`src/sv/lcr_pkg.sv`:
```
`timescale 1ns / 1ps
// Shared types, constants and helpers for the line column rasterizer.
// No dependencies; imported by every module of the block.
package lcr_pkg;

    localparam int WIDTH  = 1024;
    localparam int HEIGHT = 768;

    localparam int COORD_W = 13;
    localparam int DIFF_W  = COORD_W + 1;
    localparam int PROD_W  = 2 * DIFF_W;
    localparam int QUOT_W  = COORD_W;
    localparam int REM_W   = 2 * COORD_W;
    localparam int CNT_W   = $clog2(QUOT_W);
    localparam int XPIX_W  = $clog2(WIDTH - 1);
    localparam int YPIX_W  = $clog2(HEIGHT - 1);
    localparam int DEPTH_W = 6;
    localparam int STRIDE_W = 16;
    localparam int BPP_W   = 4;
    localparam int OFFS_W  = 32;
    localparam int COLOUR_W = 24;
    localparam int CHK_W   = 16;

    localparam logic [COLOUR_W-1:0] COLOUR_BASE = 24'hffff00;
    localparam logic [COLOUR_W-1:0] COLOUR_STEP = 24'h003000;

    localparam logic signed [COORD_W-1:0] X_STOP = COORD_W'(WIDTH);
    localparam logic signed [CHK_W-1:0]   X_MAX  = CHK_W'(WIDTH - 2);
    localparam logic signed [CHK_W-1:0]   Y_MAX  = CHK_W'(HEIGHT - 2);

    // Register map, indexed by paddr[2]
    localparam logic REG_STRIDE = 1'b0;
    localparam logic REG_BPP    = 1'b1;

    // Stamp point order
    localparam logic [2:0] PT_CENTRE = 3'd0;
    localparam logic [2:0] PT_UP     = 3'd1;
    localparam logic [2:0] PT_DOWN   = 3'd2;
    localparam logic [2:0] PT_LEFT   = 3'd3;
    localparam logic [2:0] PT_RIGHT  = 3'd4;

    typedef enum logic [1:0] {
        MODE_IDLE = 2'd0,
        MODE_COLS = 2'd1,
        MODE_ROWS = 2'd2
    } walk_mode_t;

    typedef enum logic [1:0] {
        T_IDLE  = 2'd0,
        T_DIV   = 2'd1,
        T_STAMP = 2'd2
    } top_state_t;

    typedef enum logic [1:0] {
        DIV_IDLE = 2'd0,
        DIV_MUL  = 2'd1,
        DIV_RUN  = 2'd2,
        DIV_DONE = 2'd3
    } div_state_t;

    typedef enum logic [1:0] {
        STP_IDLE = 2'd0,
        STP_BASE = 2'd1,
        STP_SEND = 2'd2
    } stamp_state_t;

    typedef struct packed {
        logic signed [DIFF_W-1:0] dy;
        logic signed [DIFF_W-1:0] xoff;
        logic signed [DIFF_W-1:0] dx;
    } div_req_t;

    typedef struct packed {
        logic                draw;
        logic                line_done;
        logic [DEPTH_W-1:0]  depth;
        logic [XPIX_W-1:0]   cx;
        logic [YPIX_W-1:0]   cy;
    } stamp_req_t;

    function automatic logic lcr_in_frame(input logic signed [CHK_W-1:0] x,
                                          input logic signed [CHK_W-1:0] y);
        return (x >= 16'sd1) && (x <= X_MAX) && (y >= 16'sd1) && (y <= Y_MAX);
    endfunction

endpackage

```
`src/sv/lcr_divider.sv`:
```
`timescale 1ns / 1ps
// Multiply then divide unit: a multiply step, then one restoring
// compare-subtract per quotient bit. Depends on lcr_pkg.
module lcr_divider
    import lcr_pkg::*;
(
    input  logic                     clk,
    input  logic                     rst_n,
    input  logic                     start,
    input  div_req_t                 req,
    output logic                     done,
    output logic signed [DIFF_W-1:0] quotient
);

    div_state_t               state_reg, state_next;
    logic signed [DIFF_W-1:0] a_reg, a_next;
    logic signed [DIFF_W-1:0] b_reg, b_next;
    logic signed [DIFF_W-1:0] d_reg, d_next;
    logic [REM_W-1:0]         rem_reg, rem_next;
    logic [REM_W-1:0]         dsh_reg, dsh_next;
    logic [QUOT_W-1:0]        q_reg, q_next;
    logic [CNT_W-1:0]         cnt_reg, cnt_next;
    logic                     neg_reg, neg_next;

    always_comb
    begin
        state_next = state_reg;
        case (state_reg)
            DIV_IDLE: if (start) state_next = DIV_MUL;
            DIV_MUL:  state_next = DIV_RUN;
            DIV_RUN:  if (cnt_reg == CNT_W'(QUOT_W - 1)) state_next = DIV_DONE;
            DIV_DONE: state_next = DIV_IDLE;
            default:  state_next = DIV_IDLE;
        endcase
    end

    always_comb
    begin
        logic signed [PROD_W-1:0] prod;
        logic [PROD_W-1:0]        pmag;
        logic [DIFF_W-1:0]        dmag;
        a_next   = a_reg;
        b_next   = b_reg;
        d_next   = d_reg;
        rem_next = rem_reg;
        dsh_next = dsh_reg;
        q_next   = q_reg;
        cnt_next = cnt_reg;
        neg_next = neg_reg;
        prod = a_reg * b_reg;
        pmag = prod[PROD_W-1] ? PROD_W'(-prod) : PROD_W'(prod);
        dmag = d_reg[DIFF_W-1] ? DIFF_W'(-d_reg) : DIFF_W'(d_reg);
        case (state_reg)
            DIV_IDLE:
            begin
                if (start)
                begin
                    a_next = req.dy;
                    b_next = req.xoff;
                    d_next = req.dx;
                end
            end
            DIV_MUL:
            begin
                // |product| < |divisor| * 2^QUOT_W, so QUOT_W steps suffice
                rem_next = pmag[REM_W-1:0];
                dsh_next = REM_W'(dmag) << (QUOT_W - 1);
                neg_next = prod[PROD_W-1] ^ d_reg[DIFF_W-1];
                q_next   = '0;
                cnt_next = '0;
            end
            DIV_RUN:
            begin
                if (rem_reg >= dsh_reg)
                begin
                    rem_next = rem_reg - dsh_reg;
                    q_next   = {q_reg[QUOT_W-2:0], 1'b1};
                end
                else
                begin
                    q_next   = {q_reg[QUOT_W-2:0], 1'b0};
                end
                dsh_next = dsh_reg >> 1;
                cnt_next = cnt_reg + 1'b1;
            end
            default:
            begin
            end
        endcase
    end

    always_comb
    begin
        done     = (state_reg == DIV_DONE);
        quotient = neg_reg ? -$signed(DIFF_W'(q_reg)) : $signed(DIFF_W'(q_reg));
    end

    always_ff @(posedge clk or negedge rst_n)
    begin
        if (!rst_n)
        begin
            state_reg <= DIV_IDLE;
            cnt_reg   <= '0;
        end
        else
        begin
            state_reg <= state_next;
            cnt_reg   <= cnt_next;
        end
    end

    always_ff @(posedge clk)
    begin
        a_reg   <= a_next;
        b_reg   <= b_next;
        d_reg   <= d_next;
        rem_reg <= rem_next;
        dsh_reg <= dsh_next;
        q_reg   <= q_next;
        neg_reg <= neg_next;
    end

endmodule

```
`src/sv/lcr_stamp.sv`:
```
`timescale 1ns / 1ps
// Stamp emitter: turns one point into the five plus-shaped pixel writes,
// or one invalid result, on the master stream. Depends on lcr_pkg.
module lcr_stamp
    import lcr_pkg::*;
(
    input  logic                clk,
    input  logic                rst_n,
    input  logic                start,
    input  stamp_req_t          req,
    input  logic [STRIDE_W-1:0] stride,
    input  logic [BPP_W-1:0]    bpp,
    output logic                done,
    output logic                m_tvalid,
    input  logic                m_tready,
    output logic [55:0]         m_tdata,   // byte_offset[31:0], pixel_colour[55:32]
    output logic [1:0]          m_tuser,   // write_valid[0], line_done[1]
    output logic                m_tlast
);

    stamp_state_t          state_reg, state_next;
    stamp_req_t            req_reg;
    logic [COLOUR_W-1:0]   colour_reg;
    logic [OFFS_W-1:0]     base_reg;
    logic [2:0]            pt_reg, pt_next;
    logic [OFFS_W-1:0]     offset;
    logic                  final_pt;

    assign final_pt = !req_reg.draw || (pt_reg == PT_RIGHT);

    always_comb
    begin
        state_next = state_reg;
        case (state_reg)
            STP_IDLE: if (start) state_next = STP_BASE;
            STP_BASE: state_next = STP_SEND;
            STP_SEND: if (m_tready && final_pt) state_next = STP_IDLE;
            default:  state_next = STP_IDLE;
        endcase
    end

    always_comb
    begin
        pt_next = pt_reg;
        if (state_reg == STP_BASE)
            pt_next = PT_CENTRE;
        else if (state_reg == STP_SEND && m_tready && !final_pt)
            pt_next = pt_reg + 3'd1;
    end

    always_comb
    begin
        case (pt_reg)
            PT_CENTRE: offset = base_reg;
            PT_UP:     offset = base_reg - OFFS_W'(stride);
            PT_DOWN:   offset = base_reg + OFFS_W'(stride);
            PT_LEFT:   offset = base_reg - OFFS_W'(bpp);
            PT_RIGHT:  offset = base_reg + OFFS_W'(bpp);
            default:   offset = base_reg;
        endcase
    end

    always_comb
    begin
        m_tvalid = (state_reg == STP_SEND);
        m_tlast  = final_pt;
        m_tuser  = {req_reg.line_done, req_reg.draw};
        m_tdata  = req_reg.draw ? {colour_reg, offset} : '0;
        done     = (state_reg == STP_SEND) && m_tready && final_pt;
    end

    always_ff @(posedge clk or negedge rst_n)
    begin
        if (!rst_n)
        begin
            state_reg <= STP_IDLE;
            pt_reg    <= PT_CENTRE;
        end
        else
        begin
            state_reg <= state_next;
            pt_reg    <= pt_next;
        end
    end

    always_ff @(posedge clk)
    begin
        if (state_reg == STP_IDLE && start)
        begin
            req_reg    <= req;
            colour_reg <= COLOUR_BASE - COLOUR_W'(req.depth) * COLOUR_STEP;
        end
        if (state_reg == STP_BASE)
            base_reg <= OFFS_W'(req_reg.cy) * OFFS_W'(stride)
                      + OFFS_W'(req_reg.cx) * OFFS_W'(bpp);
    end

endmodule

```
`src/sv/line_column_rasterizer_top.sv`:
```
`timescale 1ns / 1ps
// Top level of the line column rasterizer: line state, walk sequencer,
// register port. Depends on lcr_pkg, lcr_divider and lcr_stamp.
//
// Usage:
//   Slave stream (s_*) carries commands: s_tuser[0] = 0 loads a line from
//   s_tdata (end points and depth), s_tuser[0] = 1 steps the walk by one
//   column (or one row for a vertical line). A load gives no output.
//   Master stream (m_*) carries pixel writes: each step yields five writes
//   (centre, up, down, left, right) or a single write with write_valid low
//   when the point is clipped or no line is active; m_tlast closes the group.
//   The APB port holds the row stride (0x0) and bytes per pixel (0x4); write
//   it only while the block is idle.
// Sequencing:
//   One command is in flight at a time; s_tready is high only while idle.
//   A load leaves the block idle. A column step runs through the accept,
//   a multiply, one compare-subtract per quotient bit and a result state
//   in the divider, a frame offset state, then the output writes. A row or
//   idle step skips the divider: accept, frame offset, output writes.
//   A stalled receiver (m_tready low) holds the current write on m_* and
//   the block accepts nothing until the last write of the group is taken.
//   Reset clears the line to idle, stride to 4096 and bytes per pixel to 4.
module line_column_rasterizer_top
    import lcr_pkg::*;
(
    input  logic        clk,
    input  logic        rst_n,
    input  logic        s_tvalid,
    output logic        s_tready,
    input  logic [63:0] s_tdata,   // x_start[12:0], y_start[25:13], x_end[38:26],
                                   // y_end[51:39], depth[57:52], zero[63:58]
    input  logic [0:0]  s_tuser,   // operation[0]
    output logic        m_tvalid,
    input  logic        m_tready,
    output logic [55:0] m_tdata,   // byte_offset[31:0], pixel_colour[55:32]
    output logic [1:0]  m_tuser,   // write_valid[0], line_done[1]
    output logic        m_tlast,
    input  logic        psel,
    input  logic        penable,
    input  logic        pwrite,
    input  logic [2:0]  paddr,
    input  logic [31:0] pwdata,
    output logic [31:0] prdata,
    output logic        pready
);

    top_state_t                state_reg, state_next;
    walk_mode_t                mode_reg, mode_next;
    logic signed [COORD_W-1:0] start_x_reg, start_x_next;
    logic signed [COORD_W-1:0] start_y_reg, start_y_next;
    logic signed [COORD_W-1:0] end_x_reg, end_x_next;
    logic signed [COORD_W-1:0] end_y_reg, end_y_next;
    logic [DEPTH_W-1:0]        depth_reg, depth_next;
    logic signed [COORD_W-1:0] walk_reg, walk_next;
    logic signed [COORD_W-1:0] cur_x_reg, cur_x_next;
    logic                      done_reg, done_next;
    logic [STRIDE_W-1:0]       stride_reg;
    logic [BPP_W-1:0]          bpp_reg;

    logic                      accept;
    logic                      cfg_write;
    logic                      div_start;
    div_req_t                  div_req;
    logic                      div_done;
    logic signed [DIFF_W-1:0]  div_quot;
    logic                      stamp_start;
    stamp_req_t                stamp_req;
    logic                      stamp_done;
    logic                      goto_div;

    assign accept    = s_tvalid && s_tready;
    assign cfg_write = psel && penable && pwrite && pready;

    // Register port
    always_comb
    begin
        pready = 1'b1;
        case (paddr[2])
            REG_STRIDE: prdata = 32'(stride_reg);
            REG_BPP:    prdata = 32'(bpp_reg);
            default:    prdata = '0;
        endcase
    end

    always_ff @(posedge clk or negedge rst_n)
    begin
        if (!rst_n)
        begin
            stride_reg <= 16'd4096;
            bpp_reg    <= 4'd4;
        end
        else if (cfg_write)
        begin
            case (paddr[2])
                REG_STRIDE: stride_reg <= pwdata[STRIDE_W-1:0];
                REG_BPP:    bpp_reg    <= pwdata[BPP_W-1:0];
                default:    stride_reg <= stride_reg;
            endcase
        end
    end

    // Walk datapath: load, step decode and stamp requests
    always_comb
    begin
        logic signed [COORD_W-1:0] sx, sy, ex, ey;
        logic signed [COORD_W-1:0] lo, hi, stop, ystop;
        logic signed [DIFF_W+0:0]  ycol;
        sx = s_tdata[12:0];
        sy = s_tdata[25:13];
        ex = s_tdata[38:26];
        ey = s_tdata[51:39];
        start_x_next = start_x_reg;
        start_y_next = start_y_reg;
        end_x_next   = end_x_reg;
        end_y_next   = end_y_reg;
        depth_next   = depth_reg;
        walk_next    = walk_reg;
        mode_next    = mode_reg;
        cur_x_next   = cur_x_reg;
        done_next    = done_reg;
        goto_div     = 1'b0;
        div_start    = 1'b0;
        stamp_start  = 1'b0;
        stamp_req    = '0;
        stamp_req.depth = depth_reg;
        div_req.dy   = DIFF_W'(end_y_reg) - DIFF_W'(start_y_reg);
        div_req.xoff = DIFF_W'(walk_reg) - DIFF_W'(start_x_reg);
        div_req.dx   = DIFF_W'(end_x_reg) - DIFF_W'(start_x_reg);
        lo    = (start_x_reg < end_x_reg) ? start_x_reg : end_x_reg;
        hi    = (start_x_reg > end_x_reg) ? start_x_reg : end_x_reg;
        stop  = (hi < X_STOP) ? hi : X_STOP;
        ystop = (start_y_reg > end_y_reg) ? start_y_reg : end_y_reg;
        ycol  = (DIFF_W+1)'(div_quot) + (DIFF_W+1)'(start_y_reg);

        if (state_reg == T_IDLE && accept)
        begin
            if (!s_tuser[0])
            begin
                // Load: latch the line and drop any walk in progress
                start_x_next = sx;
                start_y_next = sy;
                end_x_next   = ex;
                end_y_next   = ey;
                depth_next   = s_tdata[57:52];
                if (sx == ex)
                begin
                    mode_next = MODE_ROWS;
                    walk_next = (sy < ey) ? sy : ey;
                end
                else
                begin
                    mode_next = MODE_COLS;
                    lo = (sx < ex) ? sx : ex;
                    walk_next = (lo > 13'sd1) ? lo : 13'sd1;
                end
            end
            else
            begin
                case (mode_reg)
                    MODE_COLS:
                    begin
                        if (walk_reg > stop)
                        begin
                            // Span misses the columns: one idle result
                            mode_next       = MODE_IDLE;
                            stamp_start     = 1'b1;
                            stamp_req.line_done = 1'b1;
                        end
                        else
                        begin
                            div_start  = 1'b1;
                            goto_div   = 1'b1;
                            cur_x_next = walk_reg;
                            done_next  = (walk_reg == stop);
                            if (walk_reg == stop)
                                mode_next = MODE_IDLE;
                            else
                                walk_next = walk_reg + 13'sd1;
                        end
                    end
                    MODE_ROWS:
                    begin
                        stamp_start         = 1'b1;
                        stamp_req.draw      = lcr_in_frame(CHK_W'(start_x_reg),
                                                           CHK_W'(walk_reg));
                        stamp_req.line_done = (walk_reg >= ystop);
                        stamp_req.cx        = start_x_reg[XPIX_W-1:0];
                        stamp_req.cy        = walk_reg[YPIX_W-1:0];
                        if (walk_reg >= ystop)
                            mode_next = MODE_IDLE;
                        else
                            walk_next = walk_reg + 13'sd1;
                    end
                    default:
                    begin
                        stamp_start         = 1'b1;
                        stamp_req.line_done = 1'b1;
                    end
                endcase
            end
        end
        else if (state_reg == T_DIV && div_done)
        begin
            stamp_start         = 1'b1;
            stamp_req.draw      = lcr_in_frame(CHK_W'(cur_x_reg), CHK_W'(ycol));
            stamp_req.line_done = done_reg;
            stamp_req.cx        = cur_x_reg[XPIX_W-1:0];
            stamp_req.cy        = ycol[YPIX_W-1:0];
        end
    end

    // Sequencer next state
    always_comb
    begin
        state_next = state_reg;
        case (state_reg)
            T_IDLE:
            begin
                if (goto_div)
                    state_next = T_DIV;
                else if (stamp_start)
                    state_next = T_STAMP;
            end
            T_DIV:   if (div_done) state_next = T_STAMP;
            T_STAMP: if (stamp_done) state_next = T_IDLE;
            default: state_next = T_IDLE;
        endcase
    end

    // Sequencer outputs
    always_comb
    begin
        s_tready = (state_reg == T_IDLE);
    end

    always_ff @(posedge clk or negedge rst_n)
    begin
        if (!rst_n)
        begin
            state_reg   <= T_IDLE;
            mode_reg    <= MODE_IDLE;
            start_x_reg <= '0;
            start_y_reg <= '0;
            end_x_reg   <= '0;
            end_y_reg   <= '0;
            depth_reg   <= '0;
            walk_reg    <= '0;
            cur_x_reg   <= '0;
            done_reg    <= 1'b0;
        end
        else
        begin
            state_reg   <= state_next;
            mode_reg    <= mode_next;
            start_x_reg <= start_x_next;
            start_y_reg <= start_y_next;
            end_x_reg   <= end_x_next;
            end_y_reg   <= end_y_next;
            depth_reg   <= depth_next;
            walk_reg    <= walk_next;
            cur_x_reg   <= cur_x_next;
            done_reg    <= done_next;
        end
    end

    lcr_divider u_divider (
        .clk      (clk),
        .rst_n    (rst_n),
        .start    (div_start),
        .req      (div_req),
        .done     (div_done),
        .quotient (div_quot)
    );

    lcr_stamp u_stamp (
        .clk      (clk),
        .rst_n    (rst_n),
        .start    (stamp_start),
        .req      (stamp_req),
        .stride   (stride_reg),
        .bpp      (bpp_reg),
        .done     (stamp_done),
        .m_tvalid (m_tvalid),
        .m_tready (m_tready),
        .m_tdata  (m_tdata),
        .m_tuser  (m_tuser),
        .m_tlast  (m_tlast)
    );

    // No output transaction may be pending while a new command is taken
    a_idle_no_output: assert property (@(posedge clk) disable iff (!rst_n)
        s_tready |-> !m_tvalid)
        else $error("output pending while accepting commands");

    // A clipped or idle result stands alone
    a_invalid_is_last: assert property (@(posedge clk) disable iff (!rst_n)
        (m_tvalid && !m_tuser[0]) |-> m_tlast)
        else $error("invalid result not marked last");

    // Divider finishes only while the sequencer waits for it
    a_div_done_in_div: assert property (@(posedge clk) disable iff (!rst_n)
        div_done |-> (state_reg == T_DIV))
        else $error("divider result outside of a column step");

    // A load leaves the block ready in the next cycle
    a_load_stays_ready: assert property (@(posedge clk) disable iff (!rst_n)
        (accept && !s_tuser[0]) |=> s_tready)
        else $error("load transaction did not return to idle");

endmodule
```
`config.mk`:
```
export PLATFORM = sky130hd
export DESIGN_NAME = line_column_rasterizer_top
export DESIGN_NICKNAME = d
export VERILOG_FILES = /design/src/sv/lcr_pkg.sv /design/src/sv/lcr_divider.sv /design/src/sv/lcr_stamp.sv /design/src/sv/line_column_rasterizer_top.sv
export SDC_FILE = /design/constraint.sdc
export NUM_CORES = 2
export LEC_CHECK = 0
export BUFFER_PORTS_ARGS = -buffer_cell sky130_fd_sc_hd__buf_4
export CAP_MARGIN = 20
export CORE_UTILIZATION = 61
export DETAILED_ROUTE_END_ITERATION = 8
export GPL_ROUTABILITY_DRIVEN = 0
export PLACE_DENSITY = 0.8
export SYNTH_ARGS = -nofsm -noshare
export SYNTH_HDL_FRONTEND = slang
export SYNTH_SLANG_ARGS = --single-unit
```
`constraint.sdc`:
```
create_clock -name clk -period 7.7 [get_ports clk]
set_input_delay 0.77 -clock clk [delete_from_list [all_inputs] [get_ports clk]]
set_output_delay 0.77 -clock clk [all_outputs]
set_load 0.05 [all_outputs]
```
==> impl_results.md <==
* Hold crit path type: primary input to asynchronous set/reset pin
* Synth Area in Compound Gates at about an eighth
* RSZ-0062 raised after global routing: no
* Largest family of logic cells by synthesized area: adder cells
* Root Driver: clkbuf_16
* Run status: completed
* Worst-path fanout max at 15
* Setup TNS at 0 ns
* DR WL/cell at ~19 um
* Area post-placement at 37600 um^2
* Post-synthesis adder-cell area fraction at between 30% and 40%
* R2R Path Start: u_divider.b_reg[3]
* Hold_buf cts at 0
* Met3 wire len at 7140 um
* Worst hold slack at 0.0317 ns
* First-pass GRT wire length at around 150000 um
* Post-synthesis mux area share at 3.89%
* GR Overflow Total at 0
* Cell with the most instances after synthesis: inv_1
* CP endpoint kind: flip-flop
* Worst R2R End: u_divider.rem_reg[21]
* PortBufs at 151
* Final instance area at 38900 um^2
* DRT iter0 DRCs at 2245
* Top Ports at 201
* Flop and latch count out of synthesis at roughly 290
* Die ar. at approximately 60000 um^2
* Synth Area in Simple Gates at 17.3%
* Number of synthesized flops with an enable pin at 165
* Worst Tran Pin Value at 1.21 ns
* Initial cell density of the core at about three fifths
* Maximum clock path buffer count at 3
* Max-slew violation count at 0
* Main synth FF type: edfxtp_1
* Fin util at 67.1%
* Period minus WS final at about 7.4 ns
* CP startpoint kind: flip-flop
* Top cell type by total area after synthesis: fa_1
* Clock slew at reported path FFs at 0.06 ns
* Die H at 245 um
* Final wirelength at 90300 um
* Yosys warnings at 0
* Clock skew at 0.0364 ns
* Row count at 88
* Clock Latency Late Sink at 0.57 ns
* Max reg flops at 27
* Overall Global Routing Usage at between 30% and 40%
* Detail Route Antenna Nets at 0
* Vias at a little under 30000
* Share of cells above drive strength 1 at 9.62%
* Core ar. at 57900 um^2
* Fmax at ~140 MHz
* Syn Area/Cell at approximately 9.1 um^2
* Post-DR vias/cell at 5.98
* Critical Path AT at 7.75 ns
* # nets final at 4846
* Hpwl dp at 70600 um
* Period utilization at 95.7%
* H-tree depth at 2
* Yosys top cell area share at 19.7%
* Async S/R FF share, synth at 42.1%
* Post-Synthesis Cells at 3934
* Post-route DRC at 0
* Synthesis-to-layout area growth at 8.35%
* 1st-pass router iterations at 5
* Initial antenna violation count at 1
* Inserted Clock Buffers at 35
* R2R Setup Slk at 0.33 ns
* Number of global-route vias before repair at 28100
* Dominant cells by area after synthesis: fa_1 (20%), edfxtp_1 (14%), ha_1 (12%)
* Xor-xnor portion of the synthesized cell area at 3.78%
* Netlist cell types at 102
* Die width at about 240 um
* Post-Syn Area at 35900 um^2
* Met1 Wirelength at 37700 um
* # clock sinks at 285
* Post-synthesis sequential area ratio at 22.2%
* Fin. Hold Viols at 0
* Largest net degree at the start of global routing at between 60 and 70
* Reg2reg path depth at 24
* Top Layer Used: met4
* Post-synth top cells: inv_1 (599), nand2_1 (377), fa_1 (353)
* CTS tree: done
* WP data required at 8.08 ns
* Max_slew headroom at 19.0%
* DR WL met2 at 42200 um
* Crit Path Category: flip-flop to flip-flop
* Inserted Diodes at 0
* Final Setup Violations at 0
* Maxcap violations at 0
[layer usage]
metal	vias to the layer above	GRT usage [%]
li1	13300	-
met5	-	0
met1	14100	42.1
met2	1246	49.6
met3	206	3.87
met4	0	11.5
[how the worst max path moves through the flow]
stage / start / endpoint / slack, ns
global placement: u_divider.a_reg[3] / u_divider.rem_reg[22] / 0.40
CTS: u_divider.a_reg[13] / u_divider.rem_reg[22] / 0.25
detailed placement: u_divider.a_reg[3] / u_divider.rem_reg[22] / 0.29
floorplan: start_x_reg[0] / u_divider.a_reg[0] / 0.68
finish: u_divider.b_reg[3] / u_divider.rem_reg[21] / 0.33
global route: u_divider.b_reg[11] / u_divider.rem_reg[25] / 0.009
[worst max-delay path, cell delays in order, from the launching register on]
cell and delay [ns]:
edfxtp_1 0.69, and2_1 0.27, inv_1 0.08, fa_1 0.54, fa_1 0.52, buf_4 0.20, fa_1 0.54, inv_1 0.05
fa_1 0.49, inv_1 0.06, fa_1 0.52, fa_1 0.52, inv_1 0.04, ha_1 0.40, a21oi_1 0.17, nor2_1 0.05
nor2_1 0.09, o31ai_1 0.07, a21oi_1 0.26, o21ai_0 0.21, o311a_1 0.42, or2_0 0.23, buf_4 0.20, or3_1 0.37
a31oi_1 0.19
[what timing repair did]
item | CTS | global route
setup buffers | 0 | 9
setup endpoints to repair | 0 | 7
gates resized for setup | 0 | 2
[cell families after synthesis]
kind of cell               count (synthesis)
adders and majority gates                703
AOI/OAI and AO/OA                        664
muxes                                    131
buffers and inverters                    768
DFF                                      285
and+or+nand+nor                         1227
other                                      2
xor gates and xnor gates                 154
[placed cells by master, fill, tap and decap left out, types with 24 or more instances in the layout]
cell type	instances
clkbuf_16	35
nor2b_1	45
nand2_1	377
xor2_1	52
fa_1	353
xnor2_1	101
nor4_1	24
nand3_1	50
nor2_1	211
and2_1	232
edfxtp_1	165
a21o_1	43
ha_1	348
conb_1	25
mux2i_1	62
a21oi_1	125
o21ai_0	180
o21a_1	46
inv_1	599
nand2b_1	51
mux2_2	69
buf_4	207
dfrtp_1	118
nor3_1	76
[metrics by stage]
step	cells	setup WS [ns]
global route	4828	0.00876
finish	4828	0.330
global placement	4752	0.402
CTS	4817	0.252
floorplan	3957	0.680
detailed placement	4753	0.286
[layout make-up]
type,instances,area (um^2)
clock buffers,43,926
clock inverters,21,209
fillers,4613,19000
inverters,600,2250
multi-input cells,2904,25000
flip-flops and latches,285,7960
well taps,765,957
repair buffers,210,1610
Power is left out: the tool's default activity adds up to more than one toggle a clock period on the data nets, which glitch-free logic cannot reach.
